$ cat config.mk
export PLATFORM = sky130hd
export DESIGN_NAME = bounded_lifo_stack
export DESIGN_NICKNAME = d
export VERILOG_FILES = /design/src/hdl/blls_pkg.sv /design/src/hdl/blls_cell.sv /design/src/hdl/bounded_lifo_stack.sv
export SDC_FILE = /design/constraint.sdc
export NUM_CORES = 2
export LEC_CHECK = 0
export BUFFER_PORTS_ARGS = -buffer_cell sky130_fd_sc_hd__buf_4
export CAP_MARGIN = 0
export CORE_MARGIN = 3
export CORE_UTILIZATION = 23
export DETAILED_ROUTE_END_ITERATION = 8
export SYNTH_ARGS = -nofsm -noshare
export SYNTH_HDL_FRONTEND = slang
export SYNTH_HIERARCHICAL = 1
export SYNTH_SLANG_ARGS = --single-unit
$ cat constraint.sdc
create_clock -name clk -period 5.4 [get_ports clk]
set_input_delay 0.54 -clock clk [delete_from_list [all_inputs] [get_ports clk]]
set_output_delay 0.54 -clock clk [all_outputs]
set_load 0.02 [all_outputs]
$ cat src/hdl/blls_pkg.sv
// Shared types and constants for the bounded LIFO stack.
package blls_pkg;

	localparam int DEPTH_DEF = 64;
	localparam int DATA_W    = 32;
	localparam int POS_W     = 6;

	typedef enum logic [1:0] {
		ACT_PUSH = 2'd0,
		ACT_POP  = 2'd1,
		ACT_PEEK = 2'd2,
		ACT_DUMP = 2'd3
	} action_t;

	typedef enum logic [1:0] {
		STAT_OK    = 2'd0,
		STAT_FULL  = 2'd1,
		STAT_EMPTY = 2'd2
	} status_t;

	// Move applied by every storage cell at a clock edge.
	typedef enum logic [1:0] {
		CELL_HOLD = 2'd0,
		CELL_DOWN = 2'd1,
		CELL_UP   = 2'd2
	} cell_op_t;

endpackage

$ cat src/hdl/blls_cell.sv
// One storage cell of the stack chain: holds a word or takes a neighbor's.
module blls_cell
	import blls_pkg::*;
(
	input  logic                     clk,
	input  cell_op_t                 op,
	input  logic signed [DATA_W-1:0] prev_data,
	input  logic signed [DATA_W-1:0] next_data,
	output logic signed [DATA_W-1:0] data
);

	logic signed [DATA_W-1:0] data_q;

	always_ff @(posedge clk) begin
		case (op)
			CELL_DOWN: data_q <= prev_data;
			CELL_UP:   data_q <= next_data;
			default:   data_q <= data_q;
		endcase
	end

	assign data = data_q;

endmodule

$ cat src/hdl/bounded_lifo_stack.sv
// Top level of the bounded LIFO stack: control, output register and cell chain.
//
// The stack lives in a chain of DEPTH cells with the top entry in cell 0: a push
// shifts every cell down one place and loads the new word into cell 0, a pop
// shifts every cell up one place. Push, pop and peek take one request per cycle,
// each giving one result that waits in an output register; the next request is
// taken once that register is empty or is read in the same cycle. A dump rotates
// the whole chain once around (cell 0 takes the last cell) whatever the fill
// level, and the rotation stalls while an entry waits on m_tready; the entries
// leave from the last cell bottom first during the final entry-count steps of
// that rotation, and the chain is back in place at the end, when the next
// request can be taken. A dump on an empty stack gives a single STAT_EMPTY
// result and no rotation. No request is taken while a dump runs. Status is on
// m_tuser, the final result of each request carries m_tlast.
module bounded_lifo_stack
	import blls_pkg::*;
#(
	parameter int DEPTH = DEPTH_DEF
) (
	input  logic        clk,
	input  logic        arst_n,
	input  logic        s_tvalid,
	output logic        s_tready,
	input  logic [31:0] s_tdata,   // [31:0] value
	input  logic [1:0]  s_tuser,   // [1:0] action
	output logic        m_tvalid,
	input  logic        m_tready,
	output logic [39:0] m_tdata,   // [31:0] data, [37:32] position, [39:38] zero
	output logic [1:0]  m_tuser,   // [1:0] status
	output logic        m_tlast
);

	localparam int CW = $clog2(DEPTH + 1);
	localparam int RW = $clog2(DEPTH);
	localparam logic [CW-1:0] FULL_CNT  = CW'(DEPTH);
	localparam logic [CW:0]   DEPTH_W   = (CW + 1)'(DEPTH);
	localparam logic [RW-1:0] LAST_ROT  = RW'(DEPTH - 1);

	typedef enum logic {
		S_IDLE,
		S_DUMP
	} state_t;

	state_t                   state_q;
	logic [CW-1:0]            count_q;
	logic [RW-1:0]            rot_q;
	logic                     m_valid_q;
	status_t                  m_status_q;
	logic signed [DATA_W-1:0] m_data_q;
	logic [POS_W-1:0]         m_pos_q;
	logic                     m_last_q;

	logic signed [DATA_W-1:0] cell_data [DEPTH];
	logic signed [DATA_W-1:0] chain_in;
	cell_op_t                 cell_op;

	logic       slot_free;
	logic       accept;
	action_t    act;
	logic       empty;
	logic       full;
	logic [CW:0] dump_sum;
	logic       dump_emit;
	logic       dump_step;
	logic [POS_W-1:0] dump_pos;
	logic       push_ok;
	logic       pop_ok;
	logic       dump_start;
	logic       load_res;
	status_t    res_status;
	logic signed [DATA_W-1:0] res_data;
	logic [POS_W-1:0] res_pos;
	logic       res_last;

	assign slot_free = !m_valid_q || m_tready;
	assign s_tready  = (state_q == S_IDLE) && slot_free;
	assign accept    = s_tvalid && s_tready;
	assign act       = action_t'(s_tuser);
	assign empty     = (count_q == '0);
	assign full      = (count_q == FULL_CNT);

	// Rotation steps at or past DEPTH - count bring a stored entry to the last cell.
	assign dump_sum  = (CW + 1)'(rot_q) + (CW + 1)'(count_q);
	assign dump_emit = (dump_sum >= DEPTH_W);
	assign dump_pos  = POS_W'(dump_sum - DEPTH_W);
	assign dump_step = (state_q == S_DUMP) && (!dump_emit || slot_free);

	assign push_ok    = accept && (act == ACT_PUSH) && !full;
	assign pop_ok     = accept && (act == ACT_POP) && !empty;
	assign dump_start = accept && (act == ACT_DUMP) && !empty;
	assign load_res   = (accept && !dump_start) || (dump_step && dump_emit);

	always_comb begin
		cell_op  = CELL_HOLD;
		chain_in = cell_data[DEPTH-1];
		if (accept) begin
			unique case (act)
				ACT_PUSH: begin
					if (!full) begin
						cell_op  = CELL_DOWN;
						chain_in = $signed(s_tdata);
					end
				end
				ACT_POP: begin
					if (!empty) cell_op = CELL_UP;
				end
				ACT_PEEK: cell_op = CELL_HOLD;
				ACT_DUMP: cell_op = CELL_HOLD;
			endcase
		end else if (dump_step) begin
			cell_op = CELL_DOWN;
		end
	end

	// Result loaded into the output register, from a request or a dump step.
	always_comb begin
		res_status = STAT_OK;
		res_data   = '0;
		res_pos    = '0;
		res_last   = 1'b1;
		if (accept) begin
			unique case (act)
				ACT_PUSH: begin
					if (full) res_status = STAT_FULL;
				end
				ACT_POP: begin
					if (empty) res_status = STAT_EMPTY;
				end
				ACT_PEEK: begin
					if (empty) res_status = STAT_EMPTY;
					else res_data = cell_data[0];
				end
				ACT_DUMP: begin
					if (empty) res_status = STAT_EMPTY;
				end
			endcase
		end else begin
			res_data = cell_data[DEPTH-1];
			res_pos  = dump_pos;
			res_last = (rot_q == LAST_ROT);
		end
	end

	genvar gi;
	generate
		for (gi = 0; gi < DEPTH; gi++) begin : g_cell
			logic signed [DATA_W-1:0] prev_w;
			logic signed [DATA_W-1:0] next_w;
			if (gi == 0) begin : g_first
				assign prev_w = chain_in;
			end else begin : g_mid_prev
				assign prev_w = cell_data[gi-1];
			end
			if (gi == DEPTH - 1) begin : g_last
				assign next_w = cell_data[gi];
			end else begin : g_mid_next
				assign next_w = cell_data[gi+1];
			end
			blls_cell u_cell (
				.clk       (clk),
				.op        (cell_op),
				.prev_data (prev_w),
				.next_data (next_w),
				.data      (cell_data[gi])
			);
		end
	endgenerate

	always_ff @(posedge clk or negedge arst_n) begin
		if (!arst_n) begin
			state_q    <= S_IDLE;
			count_q    <= '0;
			rot_q      <= '0;
			m_valid_q  <= 1'b0;
			m_status_q <= STAT_OK;
			m_data_q   <= '0;
			m_pos_q    <= '0;
			m_last_q   <= 1'b0;
		end else begin
			if (load_res) begin
				m_valid_q  <= 1'b1;
				m_status_q <= res_status;
				m_data_q   <= res_data;
				m_pos_q    <= res_pos;
				m_last_q   <= res_last;
			end else if (m_tready) begin
				m_valid_q <= 1'b0;
			end

			if (push_ok) count_q <= count_q + CW'(1);
			else if (pop_ok) count_q <= count_q - CW'(1);

			if (dump_start) begin
				rot_q   <= '0;
				state_q <= S_DUMP;
			end else if (dump_step) begin
				rot_q <= rot_q + RW'(1);
				if (rot_q == LAST_ROT) state_q <= S_IDLE;
			end
		end
	end

	assign m_tvalid = m_valid_q;
	assign m_tdata  = {2'b00, m_pos_q, m_data_q};
	assign m_tuser  = m_status_q;
	assign m_tlast  = m_last_q;

	a_count_bound: assert property (@(posedge clk) disable iff (!arst_n)
		count_q <= FULL_CNT)
		else $error("entry count above depth");

	a_no_req_in_dump: assert property (@(posedge clk) disable iff (!arst_n)
		(state_q == S_DUMP) |-> !s_tready)
		else $error("request taken during dump");

	a_dump_not_last: assert property (@(posedge clk) disable iff (!arst_n)
		(state_q == S_DUMP && m_valid_q) |-> !m_last_q)
		else $error("final dump result while dump still running");

	a_fail_zero_data: assert property (@(posedge clk) disable iff (!arst_n)
		(m_valid_q && m_status_q != STAT_OK) |-> (m_data_q == '0 && m_pos_q == '0))
		else $error("failing status with nonzero payload");

	a_count_stable_dump: assert property (@(posedge clk) disable iff (!arst_n)
		(state_q == S_DUMP) |=> $stable(count_q))
		else $error("entry count changed during dump");

endmodule
After elaboration in Yosys (flattened, before gate mapping). Cells that the tools add are included.

Bits in registers: 2104. Output and inout port bits: 45. Word-level logic and storage cells: 204.

Add/subtract/negate cells: 5. $lt $le $gt $ge: 1. Equality and inequality tests: 7. Multiplexer cells: 89. Bitwise operators: 1. Reduce and logical (&&, ||, !) cells: 29.

Operators by type and width (count): one-hot mux 32 bit (2 select lines) (63); 2-to-1 mux 32 bit (6); 2-to-1 mux 6 bit (3); 2-to-1 mux 7 bit (2); logical AND 1 bit (11); nonzero test 2 bit (5); 2-to-1 mux 1 bit (9); adder 6 x 7 -> 8 bit (1); greater-or-equal comparator 8 x 7 -> 1 bit, second input constant (1); 2-to-1 mux 2 bit (4); adder 7 x 1 -> 7 bit, second input constant (1); equality test 7 bit, second input constant (1); logical NOT 7 bit (1); subtractor 7 x 1 -> 7 bit, second input constant (1); adder 6 x 1 -> 6 bit, second input constant (1); equality test 2 bit, second input constant (3); equality test 6 bit, second input constant (1); one-hot mux 2 bit (3 select lines) (1); subtractor 6 x 1 -> 6 bit, second input constant (1); logical NOT 1 bit (5); equality test 2 x 1 -> 1 bit, second input constant (2); one-hot mux 2 bit (2 select lines) (1); logical OR 1 bit (3); OR reduction 3 bit (1); other kinds (4) (4).

Longest topological paths before layout.
Word-level depth: 10. Gate-level depth with buffers: 13. Gate-level depth less buffers: 10.

Hierarchy. The synthesis kept the hierarchy.

By module, submodules not included: blls_cell (instances 64, cells each 71, area an instance 1525.2 um^2); bounded_lifo_stack (instances 1, cells each 308, area an instance 3532.1 um^2).

Worst setup path after synthesis. OpenSTA, ideal clock, no wires.

Path type: flip-flop to flip-flop. Start point: register count_q[0]. End point: register g_cell[0].u_cell.data_q[0], enable pin. Setup time: 0.387 ns. Arrival time: 4.007 ns. Required time: 5.013 ns. Slack: 1.006 ns. Cell stages (with the launch flop): 11. Path buffers: 0. Clock period less this slack: 4.394 ns. Cells stage by stage: dfrtp_1 ha_1 fa_1 a21oi_1 nor2_1 mux2_2 o21ai_0 nand2_1 inv_1 ha_1 inv_1.

Longest elaborated chain between the ends: 9.

RTL lines: from (decl) (RTL line bounded_lifo_stack.sv:45) `logic [CW-1:0] count_q;`; from (signal assigned) (RTL line bounded_lifo_stack.sv:190) `if (push_ok) count_q <= count_q + CW'(1);`; from (signal assigned) (RTL line bounded_lifo_stack.sv:191) `else if (pop_ok) count_q <= count_q - CW'(1);`; adder 6 x 7 -> 8 bit (RTL line bounded_lifo_stack.sv:83) `assign dump_sum = (CW + 1)'(rot_q) + (CW + 1)'(count_q);`; greater-or-equal comparator 8 x 7 -> 1 bit (RTL line bounded_lifo_stack.sv:84) `assign dump_emit = (dump_sum >= DEPTH_W);`; logical NOT 1 bit (RTL line bounded_lifo_stack.sv:86) `assign dump_step = (state_q == S_DUMP) && (!dump_emit || slot_free);`; logical OR 1 bit (RTL line bounded_lifo_stack.sv:86); logical AND 1 bit (RTL line bounded_lifo_stack.sv:86); 2-to-1 mux 1 bit (RTL line bounded_lifo_stack.sv:110) `end else if (dump_step) begin`; 2-to-1 mux 2 bit * (RTL line bounded_lifo_stack.sv:96) `if (accept) begin`; via cell_op[0] (RTL line bounded_lifo_stack.sv:55) `cell_op_t cell_op;`; equality test 2 x 1 -> 1 bit / equality test 2 bit (equally long branches); nonzero test 2 bit (no source line) *; to (signal assigned) (RTL line blls_cell.sv:16) `CELL_DOWN: data_q <= prev_data;`; to (signal assigned) (RTL line blls_cell.sv:17) `CELL_UP: data_q <= next_data;`; to (signal assigned) (RTL line blls_cell.sv:18) `default: data_q <= data_q;`; to (decl) (RTL line blls_cell.sv:12) `logic signed [DATA_W-1:0] data_q;`.

Mark *: on every way through the listed nets, which the timed path passes. The rest lies on a longest branch. A chain may end at the register's enable or synchronous reset.

Final worst setup path.
Start point: register count_q[0]. End point: register g_cell[18].u_cell.data_q[30] (data pin).

Longest elaborated chain between the ends: 9.

RTL lines: adder 6 x 7 -> 8 bit (RTL line bounded_lifo_stack.sv:83); greater-or-equal comparator 8 x 7 -> 1 bit (RTL line bounded_lifo_stack.sv:84); logical NOT 1 bit (RTL line bounded_lifo_stack.sv:86); logical OR 1 bit (RTL line bounded_lifo_stack.sv:86); logical AND 1 bit (RTL line bounded_lifo_stack.sv:86); 2-to-1 mux 1 bit (RTL line bounded_lifo_stack.sv:110); 2-to-1 mux 2 bit * (RTL line bounded_lifo_stack.sv:96); via cell_op[0] (RTL line bounded_lifo_stack.sv:55); equality test 2 bit / equality test 2 x 1 -> 1 bit (equally long branches); one-hot mux 32 bit (2 select lines) * (RTL line blls_cell.sv:15) `case (op)`; to (signal assigned) (RTL line blls_cell.sv:16); to (signal assigned) (RTL line blls_cell.sv:17); to (signal assigned) (RTL line blls_cell.sv:18); to (decl) (RTL line blls_cell.sv:12).

Marks and branches as above.

==> results.tsv <==
stage	metric	value	unit
status	status	finished clean	
sta	hold_ws	0.1224	ns
floorplan	die_y	669.1	um
sta	skew	0.06391	ns
logic_synthesis	yosysSeqAreaShare	62.19	%
finish	final_common_cell	edfxtp_1	
finish	final_nets	5106	
clock_tree	clk_pin_slew_worst_paths	0.06	ns
worst_setup_path	cp_max_fo	55	
sta	max_freq	0.2166	GHz
worst_setup_path	end_kind	register	
placement	postPlaceCellArea	0.1055	mm2
route	vias_per_cell	3.819	
clock_tree	cts_buffers	219	
worst_setup_path	rr_endpoint	g_cell[18].u_cell/data[30]	
hold_path	hold_class	primary input to register	
floorplan	num_io_pins	83	
finish	final_cell_mix	2,048 x edfxtp_1, 1,920 x mux2_4, 222 x clkbuf_16	
sta	grt_setup_unrepaired	false	
placement	dpl.cell_count	10620	
worst_setup_path	cp.arrival	5.19	ns
run	maxCapViolations	0	
finish	regArea	0.06290	mm2
clock_tree	clkLatencyLatePin	0.85	ns
finish	diodes	0	
clock_tree	cts.path.max_buffers	3	
finish	drive_gt1_share	51.47	%
floorplan	start_util	23.18	%
route	firstDrtPassIters	5	
placement	dp.final_hpwl	140200	um
sta	post-route-min-period	4.616	ns
placement	pre_cts_ws	0.8896	ns
clock_tree	cts_sinks	2104	
logic_synthesis	ys_async_sr_fraction	2.662	%
placement	numPortBuffers	80	
logic_synthesis	ys_ff_latch	2104	
power_and_ir_drop	p_leak	0.04122	uW
sta	setup_viol	0	
sta	tightestPinTransition	1.359	ns
power_and_ir_drop	powerDensity	659.4	mW/mm2
sta	slew_viol_final	0	
finish	multiInputGateArea	0.03324	mm2
sta	max_slew_margin	9.412	%
logic_synthesis	synth_area	0.1011	mm2
worst_setup_path	r2r_setup_slack	0.78	ns
global_routing	grt_pass1_vias	43690	
worst_setup_path	reg2reg_from	count_q[0]	
route	wl_per_cell	17.68	um
finish	nFillCells	43640	
logic_synthesis	synth_cells	4852	
worst_setup_path	cp-startpoint	count_q[0]	
route	routed_wl	195000	um
finish	instances_no_fill	11030	
clock_tree	cts-root-buf	clkbuf_16	
sta	hold_violations	0	
logic_synthesis	synth_area_per_cell	20.85	um2
floorplan	row_count	242	
floorplan	fp.dieW	669.1	um
global_routing	grt.total_usage	8.462	%
floorplan	fp.dieArea	0.4478	mm2
global_routing	grt_pass1_wl	292300	um
clock_tree	cts_resized	0	
logic_synthesis	yosysWarnings	6	
worst_setup_path	required	5.98	ns
worst_setup_path	r2r_cells	13	
global_routing	grt_remaining_overflow	0	
sta	fin_ws	0.7841	ns
floorplan	core-area	0.4363	mm2
worst_setup_path	cp-endpoint	g_cell[18].u_cell/data[30]	
worst_setup_path	critPathKind	register to register	
logic_synthesis	synth_flop_cell	edfxtp_1	
finish	area_delta_synth_final	11.11	%
sta	post-route-period-util	85.48	%
worst_setup_path	start_kind	register	
route	vias	42110	
route	drt_iter0_markers	3490	
route	drc_errors	0	
sta	fin_tns_setup	0	ns
global_routing	grt_max_degree	57	
logic_synthesis	synth.distinct_cells	49	
placement	globalplace.congestion	0.7690	
logic_synthesis	synth-edff-count	2048	
power_and_ir_drop	ir_worst_vdd	0.0003701	V
clock_tree	htreeDepth	4	
global_routing	antenna_found_initial	1	
finish	fin_area	0.1124	mm2
route	postRouteAntennaNets	0	
clock_tree	cts_tree	built	
critical path, cell delays in order, from the launching register on:
cell and delay [ns]:
dfrtp_1 0.46, ha_1 0.26, fa_1 0.42, a21oi_1 0.19, nor2_1 0.10, mux2_2 0.38, o21ai_0 0.27, buf_4 0.19
nand2_2 0.07, buf_12 0.18, buf_4 0.29, inv_1 0.08, ha_2 0.89, mux2_2 0.42
how the worst min path moves through the flow:
| stage | startpoint | end | depth (start not counted) |
|---|---|---|---|
| 3_3_place_gp | m_pos_q[4] | m_pos_q[4] | 1 |
| 2_1_floorplan | arst_n | count_q[0] | 0 |
| 6_report | m_tready | state_q | 4 |
| 5_1_grt | s_tdata[14] | g_cell[0].u_cell/data[14] | 3 |
| 4_1_cts | m_tready | state_q | 4 |
| 3_5_place_dp | m_pos_q[3] | m_pos_q[3] | 1 |
routing by layer:
layer | track usage [%] | routed length [um] | vias to the layer above
met4 | 2.257 | 4308 | 0
met1 | 12.04 | 94540 | 21800
met5 | 0 | 0 | -
met2 | 13.31 | 88530 | 869
li1 | - | - | 19190
met3 | 1.315 | 7604 | 254
registers in the layout, summed over array words and instances (netlist names):
register / flops
count_q: 7
m_tvalid: 1
m_tlast: 1
rot_q: 6
m_data_q: 32
m_tuser: 2
g_cell.u_cell/data: 2048
m_pos_q: 6
state_q: 1
per-stage QoR:
step / util (%) / power (uW)
finish: 25.76 / 74110
global route: 25.76 / 77870
CTS: 25.76 / 74990
detailed placement: 24.18 / 60230
global placement: 24.18 / 59240
floorplan: - / 51830
area by class of cell:
class                      instances  share of cell area, %
tap                             5856                  6.520
timing repair buffer             191                  1.394
inverter                         132                 0.4409
clock buffer                     282                  5.162
multi-input combinational       2342                  29.58
sequential                      2104                  55.97
clock inverter                   121                 0.9308
power breakdown:
group / internal, uW / switching [uW]
clock network: 8150 / 6300
registers: 32200 / 7330
logic: 11900 / 8190
total: 52300 / 21800
cell usage after synthesis (all sizes together) (4+ instances only):
master / n / area share [%]
nor4: 4 / 0.025
mux2i: 9 / 0.089
a22o: 36 / 0.31
and3: 4 / 0.030
clkbuf: 10 / 0.037
dfrtp: 56 / 1.4
mux2: 2114 / 31
edfxtp: 2048 / 61
nor2: 6 / 0.022
xor2: 5 / 0.043
buf: 265 / 4.6
a21o: 5 / 0.037
inv: 132 / 0.49
a21oi: 10 / 0.049
o211ai: 5 / 0.037
xnor2: 4 / 0.035
o21ai: 11 / 0.054
ha: 76 / 0.94
nand2: 15 / 0.056
cells by family after synthesis:
| family | count (synthesis) | share of synthesized area, % |
|---|---|---|
| muxes | 2123 | 30.75 |
| DFF | 2104 | 62.19 |
| buffers and inverters | 407 | 5.119 |
| AOI/OAI and AO/OA | 81 | 0.6161 |
| adders and majority gates | 78 | 0.9797 |
| and+or+nand+nor | 49 | 0.2660 |
| xor gates and xnor gates | 9 | 0.07793 |
| other | 1 | 0.003708 |
repair_timing:
action | 4_1_cts | 5_1_grt
setup buffers | 0 | 0
hold buffers | 3 | 0
endpoints found under the hold margin | 57 | 0
Note: power is estimated with default switching activity, not from simulation.
